File: src/sv/tfr_pkg.sv
// Shared types and constants for the transport frame reassembler.
package tfr_pkg;

    // Fixed field widths
    localparam int OFFSET_W = 12;
    localparam int FRAME_BYTES = 8;

    // Frame-type codes (high nibble of the PCI byte)
    localparam logic [3:0] TYPE_SINGLE      = 4'd0;
    localparam logic [3:0] TYPE_FIRST       = 4'd1;
    localparam logic [3:0] TYPE_CONSECUTIVE = 4'd2;

    // Flow-control frame layout
    localparam logic [7:0] FC_CTS_BYTE   = 8'h30;
    localparam logic [2:0] FC_IDX_CTS    = 3'd0;
    localparam logic [2:0] FC_IDX_BS     = 3'd1;
    localparam logic [2:0] FC_IDX_STMIN  = 3'd2;
    localparam logic [2:0] FC_IDX_LAST   = 3'd7;

    // Configuration register indexes
    localparam logic [1:0] CFG_FILLER    = 2'd0;
    localparam logic [1:0] CFG_BLOCK     = 2'd1;
    localparam logic [1:0] CFG_SEP_TIME  = 2'd2;

    localparam logic [7:0] FILLER_RESET  = 8'hAA;

    // One received CAN frame
    typedef struct packed {
        logic [3:0] frame_length;
        logic [7:0] byte_0;
        logic [7:0] byte_1;
        logic [7:0] byte_2;
        logic [7:0] byte_3;
        logic [7:0] byte_4;
        logic [7:0] byte_5;
        logic [7:0] byte_6;
        logic [7:0] byte_7;
        logic       is_physical;
    } t_frame;

    // One emitted result beat
    typedef struct packed {
        logic                kind;
        logic [OFFSET_W-1:0] byte_offset;
        logic [7:0]          data_byte;
        logic                message_complete;
        logic                physical_addressing;
        logic                last_of_run;
    } t_result;

    // Work item passed from the classifier to the emitter
    typedef struct packed {
        logic                fc;      // send flow-control frame first
        logic [2:0]          cnt;     // payload bytes to send
        logic [OFFSET_W-1:0] base;    // message offset of first payload byte
        logic [7:0][7:0]     data;    // payload bytes, entry 0 first
        logic                done;    // last payload byte completes message
        logic                phys;    // addressing latch to report
    } t_cmd;

    // Flow-control frame settings
    typedef struct packed {
        logic [7:0] filler;
        logic [7:0] block_size;
        logic [7:0] sep_time;
    } t_fc_cfg;

endpackage

File: src/sv/tfr_front.sv
// Frame classifier: accepts frames, keeps message state, builds emit commands.
module tfr_front
    import tfr_pkg::*;
#(
    parameter int MESSAGE_BYTES = 4096
) (
    input  logic   i_clk,
    input  logic   i_rst_n,
    input  logic   i_valid,
    output logic   o_stall,
    input  t_frame i_frame,
    input  logic   i_q_full,
    output logic   o_push,
    output t_cmd   o_cmd
);

    localparam int LEN_W = $clog2(MESSAGE_BYTES);
    localparam logic [OFFSET_W-1:0] MAX_LEN = OFFSET_W'(MESSAGE_BYTES - 1);

    logic [LEN_W-1:0] r_exp, n_exp;
    logic [LEN_W-1:0] r_rec, n_rec;
    logic             r_latch, n_latch;

    logic             w_accept;
    logic [3:0]       w_flen;
    logic [3:0]       w_type;
    logic [2:0]       w_avail1;
    logic [2:0]       w_avail2;
    logic [2:0]       w_sf_len;
    logic [OFFSET_W-1:0] w_total12;
    logic [LEN_W-1:0] w_total;
    logic [2:0]       w_ff_cnt;
    logic [LEN_W-1:0] w_remain;
    logic             w_completes;
    logic [2:0]       w_take;

    assign w_accept = i_valid && !i_q_full;
    assign o_stall  = i_q_full;

    // Clamp frame length and derive data-byte counts
    always_comb begin
        w_flen   = (i_frame.frame_length > 4'(FRAME_BYTES)) ? 4'(FRAME_BYTES)
                                                           : i_frame.frame_length;
        w_type   = i_frame.byte_0[7:4];
        w_avail1 = (w_flen > 4'd1) ? 3'(w_flen - 4'd1) : 3'd0;
        w_avail2 = (w_flen > 4'd2) ? 3'(w_flen - 4'd2) : 3'd0;

        // Single frame length, clamped to the bytes present
        w_sf_len = (i_frame.byte_0[3:0] > {1'b0, w_avail1}) ? w_avail1
                                                           : i_frame.byte_0[2:0];

        // First frame total, clamped to the message buffer
        w_total12 = {i_frame.byte_0[3:0], i_frame.byte_1};
        w_total   = (w_total12 > MAX_LEN) ? LEN_W'(MAX_LEN) : w_total12[LEN_W-1:0];
        w_ff_cnt  = (LEN_W'(w_avail2) > w_total) ? w_total[2:0] : w_avail2;

        // Consecutive frame share of the remaining message
        w_remain    = r_exp - r_rec;
        w_completes = (w_remain <= LEN_W'(w_avail1));
        w_take      = w_completes ? w_remain[2:0] : w_avail1;
    end

    // Classify the frame and build its command
    always_comb begin
        n_exp   = r_exp;
        n_rec   = r_rec;
        n_latch = r_latch;
        o_push  = 1'b0;
        o_cmd   = '0;
        o_cmd.phys = r_latch;
        case (w_type)
            TYPE_SINGLE: begin
                n_latch    = i_frame.is_physical;
                n_exp      = LEN_W'(w_sf_len);
                n_rec      = LEN_W'(w_sf_len);
                o_push     = w_accept && (w_sf_len != 3'd0);
                o_cmd.cnt  = w_sf_len;
                o_cmd.done = 1'b1;
                o_cmd.phys = i_frame.is_physical;
                o_cmd.data = {8'h00, i_frame.byte_7, i_frame.byte_6, i_frame.byte_5,
                              i_frame.byte_4, i_frame.byte_3, i_frame.byte_2,
                              i_frame.byte_1};
            end
            TYPE_FIRST: begin
                n_exp      = w_total;
                n_rec      = LEN_W'(w_ff_cnt);
                o_push     = w_accept;
                o_cmd.fc   = 1'b1;
                o_cmd.cnt  = w_ff_cnt;
                o_cmd.done = (LEN_W'(w_ff_cnt) == w_total);
                o_cmd.data = {8'h00, 8'h00, i_frame.byte_7, i_frame.byte_6,
                              i_frame.byte_5, i_frame.byte_4, i_frame.byte_3,
                              i_frame.byte_2};
            end
            TYPE_CONSECUTIVE: begin
                if (r_rec < r_exp) begin
                    n_rec      = r_rec + LEN_W'(w_take);
                    o_push     = w_accept && (w_take != 3'd0);
                    o_cmd.cnt  = w_take;
                    o_cmd.base = OFFSET_W'(r_rec);
                    o_cmd.done = w_completes;
                    o_cmd.data = {8'h00, i_frame.byte_7, i_frame.byte_6,
                                  i_frame.byte_5, i_frame.byte_4, i_frame.byte_3,
                                  i_frame.byte_2, i_frame.byte_1};
                end
            end
            default: begin
            end
        endcase
    end

    // Commit message state on each accepted frame
    always_ff @(posedge i_clk) begin
        if (!i_rst_n) begin
            r_exp   <= '0;
            r_rec   <= '0;
            r_latch <= 1'b0;
        end else if (w_accept) begin
            r_exp   <= n_exp;
            r_rec   <= n_rec;
            r_latch <= n_latch;
        end
    end

endmodule

File: src/sv/tfr_queue.sv
// Two-entry command queue between the classifier and the emitter.
module tfr_queue
    import tfr_pkg::*;
(
    input  logic i_clk,
    input  logic i_rst_n,
    input  logic i_push,
    input  t_cmd i_cmd,
    output logic o_full,
    input  logic i_pop,
    output logic o_avail,
    output t_cmd o_cmd
);

    t_cmd       r_mem [2];
    logic       r_wr_ptr;
    logic       r_rd_ptr;
    logic [1:0] r_count;

    assign o_full  = (r_count == 2'd2);
    assign o_avail = (r_count != 2'd0);
    assign o_cmd   = r_mem[r_rd_ptr];

    // Store pushed commands
    always_ff @(posedge i_clk) begin
        if (i_push) begin
            r_mem[r_wr_ptr] <= i_cmd;
        end
    end

    // Advance pointers and occupancy
    always_ff @(posedge i_clk) begin
        if (!i_rst_n) begin
            r_wr_ptr <= 1'b0;
            r_rd_ptr <= 1'b0;
            r_count  <= 2'd0;
        end else begin
            if (i_push) begin
                r_wr_ptr <= ~r_wr_ptr;
            end
            if (i_pop) begin
                r_rd_ptr <= ~r_rd_ptr;
            end
            r_count <= r_count + {1'b0, i_push} - {1'b0, i_pop};
        end
    end

`ifndef SYNTHESIS
    a_no_overflow: assert property (@(posedge i_clk) disable iff (!i_rst_n)
        i_push |-> !o_full || i_pop)
        else $error("queue push while full");
    a_no_underflow: assert property (@(posedge i_clk) disable iff (!i_rst_n)
        i_pop |-> o_avail)
        else $error("queue pop while empty");
    a_count_bound: assert property (@(posedge i_clk) disable iff (!i_rst_n)
        r_count != 2'd3)
        else $error("queue count out of range");
    a_count_track: assert property (@(posedge i_clk) disable iff (!i_rst_n)
        (i_push && !i_pop) |=> r_count == $past(r_count) + 2'd1)
        else $error("queue count missed a push");
`endif

endmodule

File: src/sv/tfr_back.sv
// Result emitter: walks each command into an output register, one beat per unstalled cycle.
module tfr_back
    import tfr_pkg::*;
(
    input  logic    i_clk,
    input  logic    i_rst_n,
    input  t_fc_cfg i_cfg,
    input  logic    i_q_avail,
    input  t_cmd    i_q_cmd,
    output logic    o_pop,
    output logic    o_valid,
    input  logic    i_stall,
    output t_result o_result
);

    t_cmd    r_cmd;
    logic    r_busy;
    logic    r_in_fc;
    logic [2:0] r_fi;
    logic [2:0] r_pi;
    logic    r_out_valid;
    t_result r_out;

    logic    w_load;
    logic    w_pay_last;
    t_result w_res;

    assign w_load   = !r_out_valid || !i_stall;
    assign o_pop    = !r_busy && i_q_avail;
    assign o_valid  = r_out_valid;
    assign o_result = r_out;

    // Form the current beat
    always_comb begin
        w_pay_last = (r_pi == r_cmd.cnt - 3'd1);
        w_res = '0;
        w_res.physical_addressing = r_cmd.phys;
        if (r_in_fc) begin
            w_res.kind        = 1'b1;
            w_res.byte_offset = OFFSET_W'(r_fi);
            w_res.last_of_run = (r_fi == FC_IDX_LAST) && (r_cmd.cnt == 3'd0);
            case (r_fi)
                FC_IDX_CTS:   w_res.data_byte = FC_CTS_BYTE;
                FC_IDX_BS:    w_res.data_byte = i_cfg.block_size;
                FC_IDX_STMIN: w_res.data_byte = i_cfg.sep_time;
                default:      w_res.data_byte = i_cfg.filler;
            endcase
        end else begin
            w_res.kind             = 1'b0;
            w_res.byte_offset      = r_cmd.base + OFFSET_W'(r_pi);
            w_res.data_byte        = r_cmd.data[r_pi];
            w_res.message_complete = r_cmd.done && w_pay_last;
            w_res.last_of_run      = w_pay_last;
        end
    end

    // Load commands and step through their beats
    always_ff @(posedge i_clk) begin
        if (!i_rst_n) begin
            r_busy  <= 1'b0;
            r_in_fc <= 1'b0;
            r_fi    <= 3'd0;
            r_pi    <= 3'd0;
        end else if (o_pop) begin
            r_busy  <= 1'b1;
            r_in_fc <= i_q_cmd.fc;
            r_fi    <= 3'd0;
            r_pi    <= 3'd0;
        end else if (r_busy && w_load) begin
            if (r_in_fc) begin
                r_fi <= r_fi + 3'd1;
                if (r_fi == FC_IDX_LAST) begin
                    r_in_fc <= 1'b0;
                    if (r_cmd.cnt == 3'd0) begin
                        r_busy <= 1'b0;
                    end
                end
            end else begin
                r_pi <= r_pi + 3'd1;
                if (w_pay_last) begin
                    r_busy <= 1'b0;
                end
            end
        end
    end

    // Hold the command payload
    always_ff @(posedge i_clk) begin
        if (o_pop) begin
            r_cmd <= i_q_cmd;
        end
    end

    // Output register: refill when empty or taken
    always_ff @(posedge i_clk) begin
        if (!i_rst_n) begin
            r_out_valid <= 1'b0;
        end else if (w_load) begin
            r_out_valid <= r_busy;
        end
    end

    always_ff @(posedge i_clk) begin
        if (w_load && r_busy) begin
            r_out <= w_res;
        end
    end

`ifndef SYNTHESIS
    a_complete_is_last: assert property (@(posedge i_clk) disable iff (!i_rst_n)
        r_out_valid && r_out.message_complete |-> r_out.last_of_run && !r_out.kind)
        else $error("completion flag on a beat that is not the final payload");
    a_pop_when_idle: assert property (@(posedge i_clk) disable iff (!i_rst_n)
        o_pop |=> r_busy)
        else $error("command popped but emitter not started");
    a_fc_before_payload: assert property (@(posedge i_clk) disable iff (!i_rst_n)
        r_busy && r_in_fc |-> r_pi == 3'd0)
        else $error("payload beats started before flow-control frame ended");
`endif

endmodule

File: src/sv/transport_frame_reassembler_core.sv
// Top level of the transport frame reassembler: config registers and block wiring.
//
//  channel   direction  handshake            payload
//  frame     in         i_valid / o_stall    i_frame  (t_frame)
//  result    out        o_valid / i_stall    o_result (t_result)
//  config    in         i_cfg_wr_en          i_cfg_index, i_cfg_wr_data
//
// A frame is classified in the cycle it is accepted and queued as a command.
// The emitter loads a command, then emits one result per cycle while the output
// is not stalled: up to 8 flow-control beats plus 6 payload for a first frame.
// The emitter's one-beat-per-cycle walk sets the rate; the two-entry queue
// lets up to two more commands wait meanwhile. Reset is synchronous and clears
// message state; no clearing pass is needed. A stalled result holds in the output
// register; the emitter stalls behind it, the classifier once the queue is full.
module transport_frame_reassembler_core
    import tfr_pkg::*;
#(
    parameter int MESSAGE_BYTES = 4096
) (
    input  logic       i_clk,
    input  logic       i_rst_n,
    input  logic       i_valid,
    output logic       o_stall,
    input  t_frame     i_frame,
    output logic       o_valid,
    input  logic       i_stall,
    output t_result    o_result,
    input  logic       i_cfg_wr_en,
    input  logic [1:0] i_cfg_index,
    input  logic [7:0] i_cfg_wr_data
);

    t_fc_cfg r_cfg;
    logic    w_push;
    logic    w_pop;
    logic    w_q_full;
    logic    w_q_avail;
    t_cmd    w_push_cmd;
    t_cmd    w_pop_cmd;

    // Write flow-control settings
    always_ff @(posedge i_clk) begin
        if (!i_rst_n) begin
            r_cfg.filler     <= FILLER_RESET;
            r_cfg.block_size <= 8'h00;
            r_cfg.sep_time   <= 8'h00;
        end else if (i_cfg_wr_en) begin
            case (i_cfg_index)
                CFG_FILLER:   r_cfg.filler     <= i_cfg_wr_data;
                CFG_BLOCK:    r_cfg.block_size <= i_cfg_wr_data;
                CFG_SEP_TIME: r_cfg.sep_time   <= i_cfg_wr_data;
                default: begin
                end
            endcase
        end
    end

    tfr_front #(
        .MESSAGE_BYTES(MESSAGE_BYTES)
    ) u_front (
        .i_clk    (i_clk),
        .i_rst_n  (i_rst_n),
        .i_valid  (i_valid),
        .o_stall  (o_stall),
        .i_frame  (i_frame),
        .i_q_full (w_q_full),
        .o_push   (w_push),
        .o_cmd    (w_push_cmd)
    );

    tfr_queue u_queue (
        .i_clk   (i_clk),
        .i_rst_n (i_rst_n),
        .i_push  (w_push),
        .i_cmd   (w_push_cmd),
        .o_full  (w_q_full),
        .i_pop   (w_pop),
        .o_avail (w_q_avail),
        .o_cmd   (w_pop_cmd)
    );

    tfr_back u_back (
        .i_clk     (i_clk),
        .i_rst_n   (i_rst_n),
        .i_cfg     (r_cfg),
        .i_q_avail (w_q_avail),
        .i_q_cmd   (w_pop_cmd),
        .o_pop     (w_pop),
        .o_valid   (o_valid),
        .i_stall   (i_stall),
        .o_result  (o_result)
    );

endmodule

File: config.mk
export PLATFORM = sky130hd
export DESIGN_NAME = transport_frame_reassembler_core
export DESIGN_NICKNAME = d
export VERILOG_FILES = /design/src/sv/tfr_pkg.sv /design/src/sv/tfr_front.sv /design/src/sv/tfr_queue.sv /design/src/sv/tfr_back.sv /design/src/sv/transport_frame_reassembler_core.sv
export SDC_FILE = /design/constraint.sdc
export NUM_CORES = 1
export LEC_CHECK = 0
export BUFFER_PORTS_ARGS = -buffer_cell sky130_fd_sc_hd__buf_2
export CORE_UTILIZATION = 64
export DETAILED_ROUTE_END_ITERATION = 10
export HOLD_SLACK_MARGIN = 0.1
export PLACE_DENSITY_LB_ADDON = 0.3
export REMOVE_ABC_BUFFERS = 1
export SYNTH_ARGS = -nofsm -noshare
export SYNTH_HDL_FRONTEND = slang
export SYNTH_SLANG_ARGS = --single-unit
File: constraint.sdc
create_clock -name i_clk -period 18.3 [get_ports i_clk]
set_input_delay 0 -clock i_clk [delete_from_list [all_inputs] [get_ports i_clk]]
set_output_delay 0 -clock i_clk [all_outputs]
set_load 0.1 [all_outputs]
# --- Word level (Yosys, flattened, before mapping) ---
# Memory sizes are Yosys's and may differ from the RTL's. A register that Yosys moved wholly into a read port is not among the register bits.
# Cells that the tools add are included.
word_totals:
  memories: 1
  ram_bits: 164
  ff_bits: 167
  inputBits: 84
  wordCells: 139
  out_inout_bits: 26
classes:
  n_addsub: 10
  muxes: 37
  bitwise_logic: 4
  eq_ne: 13
  n_lt_le_gt_ge: 9
  n_reduce_logical: 32
memory_table:
  columns: ["memory", "words", "word_bits", "rd", "rd_clocked_by_memory_dff", "write_ports", "line_no", "source"]
  rows:
  - ["u_queue.r_mem", 2, 82, 1, 1, 1, "tfr_queue.sv:15", "t_cmd r_mem [2];"]
op_table:
  columns: ["operator", "n"]
  rows:
  - ["one-hot mux 65 bit (3 select lines)", 1]
  - ["two-way mux 80 bit", 1]
  - ["two-way mux 12 bit", 3]
  - ["one-hot mux 12 bit (3 select lines)", 1]
  - ["adder 12 x 3 -> 12 bit", 2]
  - ["binary-select mux 8 bit (select 3 bit)", 1]
  - ["one-hot mux 12 bit (2 select lines)", 1]
  - ["one-hot mux 8 bit (3 select lines)", 1]
  - ["two-way mux 21 bit", 1]
  - ["two-way mux 1 bit", 18]
  - ["two-way mux 3 bit", 5]
  - ["equality test 3 x 12 -> 1 bit", 1]
  - ["> comparator 12 bit (second input constant)", 1]
  - ["> comparator 3 x 12 -> 1 bit", 1]
  - ["less-or-equal comparator 12 x 3 -> 1 bit", 1]
  - ["less-than comparator 12 bit", 1]
  - ["AND reduction 2 bit", 6]
  - ["nonzero test 3 bit", 4]
  - ["subtractor 12 bit", 1]
  - ["one-hot mux 3 bit (3 select lines)", 1]
  - ["two-way mux 8 bit", 1]
  - ["logical AND 1 bit", 7]
  - ["adder 3 x 1 -> 3 bit (second input constant)", 2]
  - ["zero test 3 bit", 2]
  - ["other kinds (30)", 41]

# --- Logic depth before layout (Yosys ltp) ---
depth:
  ltp_word: 12
  mapped_depth: 23
  mapped_depth_nobuf: 23

# --- Hierarchy ---
# A second synthesis with hierarchy kept.
hier_totals:
  hier_cells: 1069
  area_unflattened_um2: 15418.5
modules_own_cells:
  columns: ["module", "seq_area_each_um2", "area_each_um2", "cells_each", "instances"]
  rows:
  - ["tfr_queue", 5024.8, 6547.5, 276, 1]
  - ["tfr_back", 3333.2, 4794.6, 289, 1]
  - ["tfr_front", 500.5, 3135.5, 412, 1]
  - ["transport_frame_reassembler_core", 480.5, 940.9, 92, 1]

# --- Least setup slack after synthesis ---
# OpenSTA, ideal clock, no wires.
synth_path:
  path_kind: "register -> register"
  startpoint: "register u_front.r_exp[0]"
  endpoint: "memory u_queue.r_mem[0][0] (netlist bit) (enable)"
  setup_slack_ns: 11.861
  setup_ns: 0.515
  arrival_ns: 5.924
  stages_incl_launch_ff: 14
  required_time_ns: 17.785
  synth_period_minus_slack_ns: 6.439
  path_cell_list: "dfxtp_1 -> inv_1 -> ha_1 -> fa_1 -> inv_1 -> ha_1 -> nor2b_1 -> o21a_1 -> o21ai_0 -> nand4_1 -> nor4_4 -> a211oi_1 -> a211oi_4 -> nor2b_1"
synth_via:
  elab_chain_cells: 9
  word_cells_on_any_way: 10
synth_lines:
  columns: ["element", "line_no", "source"]
  rows:
  - ["start, declared", "tfr_front.sv:20", "logic [LEN_W-1:0] r_exp, n_exp;"]
  - ["start signal, assigned", "tfr_front.sv:119", "r_exp <= n_exp;"]
  - ["subtractor 12 bit", "tfr_front.sv:58", "w_remain = r_exp - r_rec;"]
  - ["less-or-equal comparator 12 x 3 -> 1 bit", "tfr_front.sv:59", "w_completes = (w_remain <= LEN_W'(w_avail1));"]
  - ["two-way mux 3 bit", "tfr_front.sv:60", "w_take = w_completes ? w_remain[2:0] : w_avail1;"]
  - ["nonzero test 3 bit", "tfr_front.sv:98", "o_push = w_accept && (w_take != 3'd0);"]
  - ["logical AND 1 bit", "tfr_front.sv:98", null]
  - ["two-way mux 1 bit *", "tfr_front.sv:96", "if (r_rec < r_exp) begin"]
  - ["one-hot mux 1 bit (3 select lines) *", "tfr_front.sv:71", "case (w_type)"]
  - ["two-way mux 1 bit *", "tfr_queue.sv:26", "if (i_push) begin"]
  - ["two-way mux 1 bit (not written as such) *", "tfr_queue.sv:27", "r_mem[r_wr_ptr] <= i_cmd;"]
  - ["end, declared", "tfr_queue.sv:15", null]
# Mark *: on every way between the ends. The rest lies on a longest branch, timed or not.

# --- Worst setup path after layout ---
layout_path:
  startpoint: "register u_front.r_rec[0]"
  endpoint: "memory u_queue.r_mem[1][35] (netlist bit) (enable)"
layout_via:
  elab_chain_cells: 9
  word_cells_on_any_way: 10
layout_lines:
  columns: ["element", "line_no", "source"]
  rows:
  - ["start, declared", "tfr_front.sv:21", "logic [LEN_W-1:0] r_rec, n_rec;"]
  - ["start signal, assigned", "tfr_front.sv:120", "r_rec <= n_rec;"]
  - ["subtractor 12 bit", "tfr_front.sv:58", null]
  - ["less-or-equal comparator 12 x 3 -> 1 bit", "tfr_front.sv:59", null]
  - ["two-way mux 3 bit", "tfr_front.sv:60", null]
  - ["nonzero test 3 bit", "tfr_front.sv:98", null]
  - ["logical AND 1 bit", "tfr_front.sv:98", null]
  - ["two-way mux 1 bit *", "tfr_front.sv:96", null]
  - ["one-hot mux 1 bit (3 select lines) *", "tfr_front.sv:71", null]
  - ["two-way mux 1 bit *", "tfr_queue.sv:26", null]
  - ["two-way mux 1 bit (not written as such) *", "tfr_queue.sv:27", null]
# Marks and branches as above.

==> impl_results.md <==
- Status: finished, final reports clean
- CTS clk-pin slew, worst paths: about 0.06 ns
- Antenna viol nets, final: 0
- Cts hold-fix bufs: approximately 100
- Peak supply drop: approximately 0.000080 V
- Least-Margin Pin Slew: ~1.2 ns
- # H-tree levels: 1
- Leakage: approximately 6.2 nW
- Final Cycle Share: 23.8%
- Worst setup path startpoint: u_front.r_rec[0]
- Core ar.: about 21000 sq um
- Synthesized area: between 10000 and 15000 sq um
- Seq pwr share: a little under half
- Reg2reg start: u_front.r_rec[0]
- RSZ-0062 raised after global routing: false
- Fraction of layout cells with a size suffix above 1: 21.6%
- Post-synth EDFFs: roughly 250
- CTS Buf Count: 29
- Root buffer cell: clkbuf_16
- DP HPWL: roughly 18000 um
- Die area: ~22000 sq um
- Commonest non-fill, non-tap cells in the layout: 245 x edfxtp_1, 109 x buf_2, 104 x dlygate4sd3_1
- Final Max Slew Viols: 0
- Clock tree buffer depth: 3
- Total number of cells along the worst setup path: 11
- HP Class: in2reg
- Comb pwr share: roughly a quarter
- Nature of the critical path startpoint: register
- Synth area leader: edfxtp_1
- CTS Sinks: roughly 310
- Setup WS pre-CTS: around 14 ns
- Synthesized area per cell: between 10 and 15 sq um
- R2R setup slack: between 10 and 15 ns
- Global-route wire length before repair: between 40000 and 50000 um
- Required @ worst endpoint: between 15 and 20 ns
- Crit path max-delay family: compound AO/OA/AOI/OAI gates
- Largest net degree at the start of global routing: 75
- CTS resizes: 0
- Crit path buffers/inverters: 1
- Crit path to: u_queue.r_mem[1][35]
- Top Ports: 110
- Post-CTS setup buffers: 0
- Setup TNS Final: 0 ns
- MaxCap Viol Count: 0
- Flops & latches, synth: between 300 and 400
- Area delta synth->final: 19.7%
- Port Buf Inserts: ~110
- Final setup viols: 0
- PD cells: about 120 nW/um^2
- WS Path Type: reg2reg
- Peak fanout along the critical path: 74
- Die X: between 100 and 150 um
- Drt pass-1 iters: 5
- Clk_skew: approximately 0.025 ns
- Clk_lat worst skew: 0.56 ns
- Internal: between 0.001 and 0.0015 W
- Distinct cells, synth: between 60 and 70
- Initial core utilization: 65.7%
- Number of placement rows: 53
- Crit. End Element: register
- Vias per cell: roughly 6
- Max frequency: 230 MHz
- Die Height: 149 um
- Setup WS post-layout: 13.95 ns
- Worst path cell trace: ha_1 > fa_1 > nand2b_1 > a211oi_4 > o21bai_1 > a21o_1 > a311oi_1 > nor2_1 > a211oi_4 > and2_2 > buf_4
- Largest cells by area after synthesis: edfxtp_1 53%, dfxtp_1 9.1%, mux2_2 6.3%
- GRT Resource Usage Total: 28.7%
- Critical Path AT: 4.50 ns
- WL/cell: 20.7 um
- Slew HR: 19.4%
- Tmin final: about 4.3 ns
- Synth warn: 0
- Initial drt markers: 779
- GPL Wtd Cong: a little under 0.9
- WL final: 31400 um
- Critical path's largest stage delay: between 0.7 and 0.8 ns
- Nets: between 1k and 1.5k
- Critical Path Most Common Cell: a211oi_4
- Vias after detailed routing: ~9.2k
- Vias in the first global route: 9313
- Commonest non-fill, non-tap cell in the layout: edfxtp_1
- Switching power: about 0.00066 W
- Prevailing post-synth register cell: edfxtp_1
- Final Hold Fails: 0
- Clk network pwr share: roughly 28%
- Share of async-settable or async-resettable flops after synthesis: 0%
- DRC violations left: 0
- Crit path max-delay cell type: buf_4
- Hold path startpoint: i_frame[67]
- CTS tree: built
- Sw Ratio: 32.1%
- Top-area cell type share of the netlist area: 52.9%
- Reg2Reg Depth: 11
- Post-synthesis cell count: a little over 1k
- Initial antenna violation count: 0
- GRT overflow: 0
- R2r endpoint: u_queue.r_mem[1][35]
- Sequential area share after synthesis: approximately 62%
==> worst min-delay path, delay by kind of cell <==
| family | cells | cell delay [ns] |
|---|---|---|
| buffers and inverters | 1 | 0.13 |
| AOI/OAI and AO/OA | 1 | 0.17 |
| and+or+nand+nor | 2 | 0.17 |
| muxes | 1 | 0.22 |
==> cells by family after synthesis <==
family / after synthesis / synth area share (%)
XOR/XNOR: 30 / 1.89
adder cells (fa/ha/maj): 43 / 4.03
AO/OA/AOI/OAI: 195 / 10.5
buffers and inverters: 90 / 2.49
flip-flops: 308 / 62.0
AND/OR/NAND/NOR: 216 / 8.25
multiplexers: 130 / 10.8
==> synth_stat cells (all sizes together) (7+ instances only) <==
library cell    n
a211oi          9
nor4           10
dfxtp          63
mux2i          44
edfxtp        245
a22o           60
nand3           9
buf            12
o21ai          35
nand4           7
nand2b          7
xnor2          21
mux2           78
a21o           12
nor2           42
mux4            8
a21oi          34
xor2            9
clkbuf         34
o211ai          9
nor3           21
ha             40
nand2          44
and2           20
nor2b          34
inv            44
==> how the worst min path moves through the flow <==
stage	end	cells after the start
floorplan	r_cfg[17]	1
global placement	r_cfg[21]	3
detailed placement	r_cfg[17]	3
CTS	u_queue.r_mem[0][80]	5
global route	u_front.r_exp[10]	3
finish	u_queue.r_mem[1][80]	5
==> power groups by stage <==
stage	registers, W	logic, W	clock network [W]
after floorplan	0.00110	0.000244	0
after global placement	0.000960	0.000489	0
after detailed placement	0.000966	0.000500	0
after CTS	0.000952	0.000521	0.000580
after global routing	0.000964	0.000562	0.000611
final	0.000955	0.000530	0.000580
==> metrics by stage <==
stage                     utilization [%]  std cells  hold WS, ns  instance area (sq um)  power, W
final                                78.6       1518        0.258                  16600   0.00206
after global routing                 78.6       1517        0.285                  16600   0.00214
after CTS                            78.6       1517        0.246                  16600   0.00205
after detailed placement             69.4       1360        0.264                  14700   0.00147
after global placement               69.4       1360        0.251                  14700   0.00145
after floorplan                         -        966       0.0619                  13700   0.00134
==> sequential cells by signal, summed over array words and instances (netlist names), 3 cells and up, named ones only <==
signal / flops
u_queue.r_mem: 148
u_front.r_rec: 12
r_cfg: 24
u_back.r_pi: 3
u_back.r_cmd: 73
u_front.r_exp: 12
u_back.o_result: 24
u_back.r_fi: 3
==> per-layer routing <==
layer  routed length (um)  track usage, %
met5                    0               0
met1                12200            36.8
met3                 2240            4.13
met4                  893            9.80
met2                16100            50.0
==> cell type report <==
type | instances | area [sq um]
sequential | 308 | 8620
multi-input combinational | 614 | 4940
fill | 1160 | 4520
timing repair buffer | 223 | 1660
clock buffer | 40 | 782
tap | 275 | 344
inverter | 44 | 165
clock inverter | 13 | 120
antenna | 1 | 2.50
Note: power is estimated with default switching activity, not from simulation.
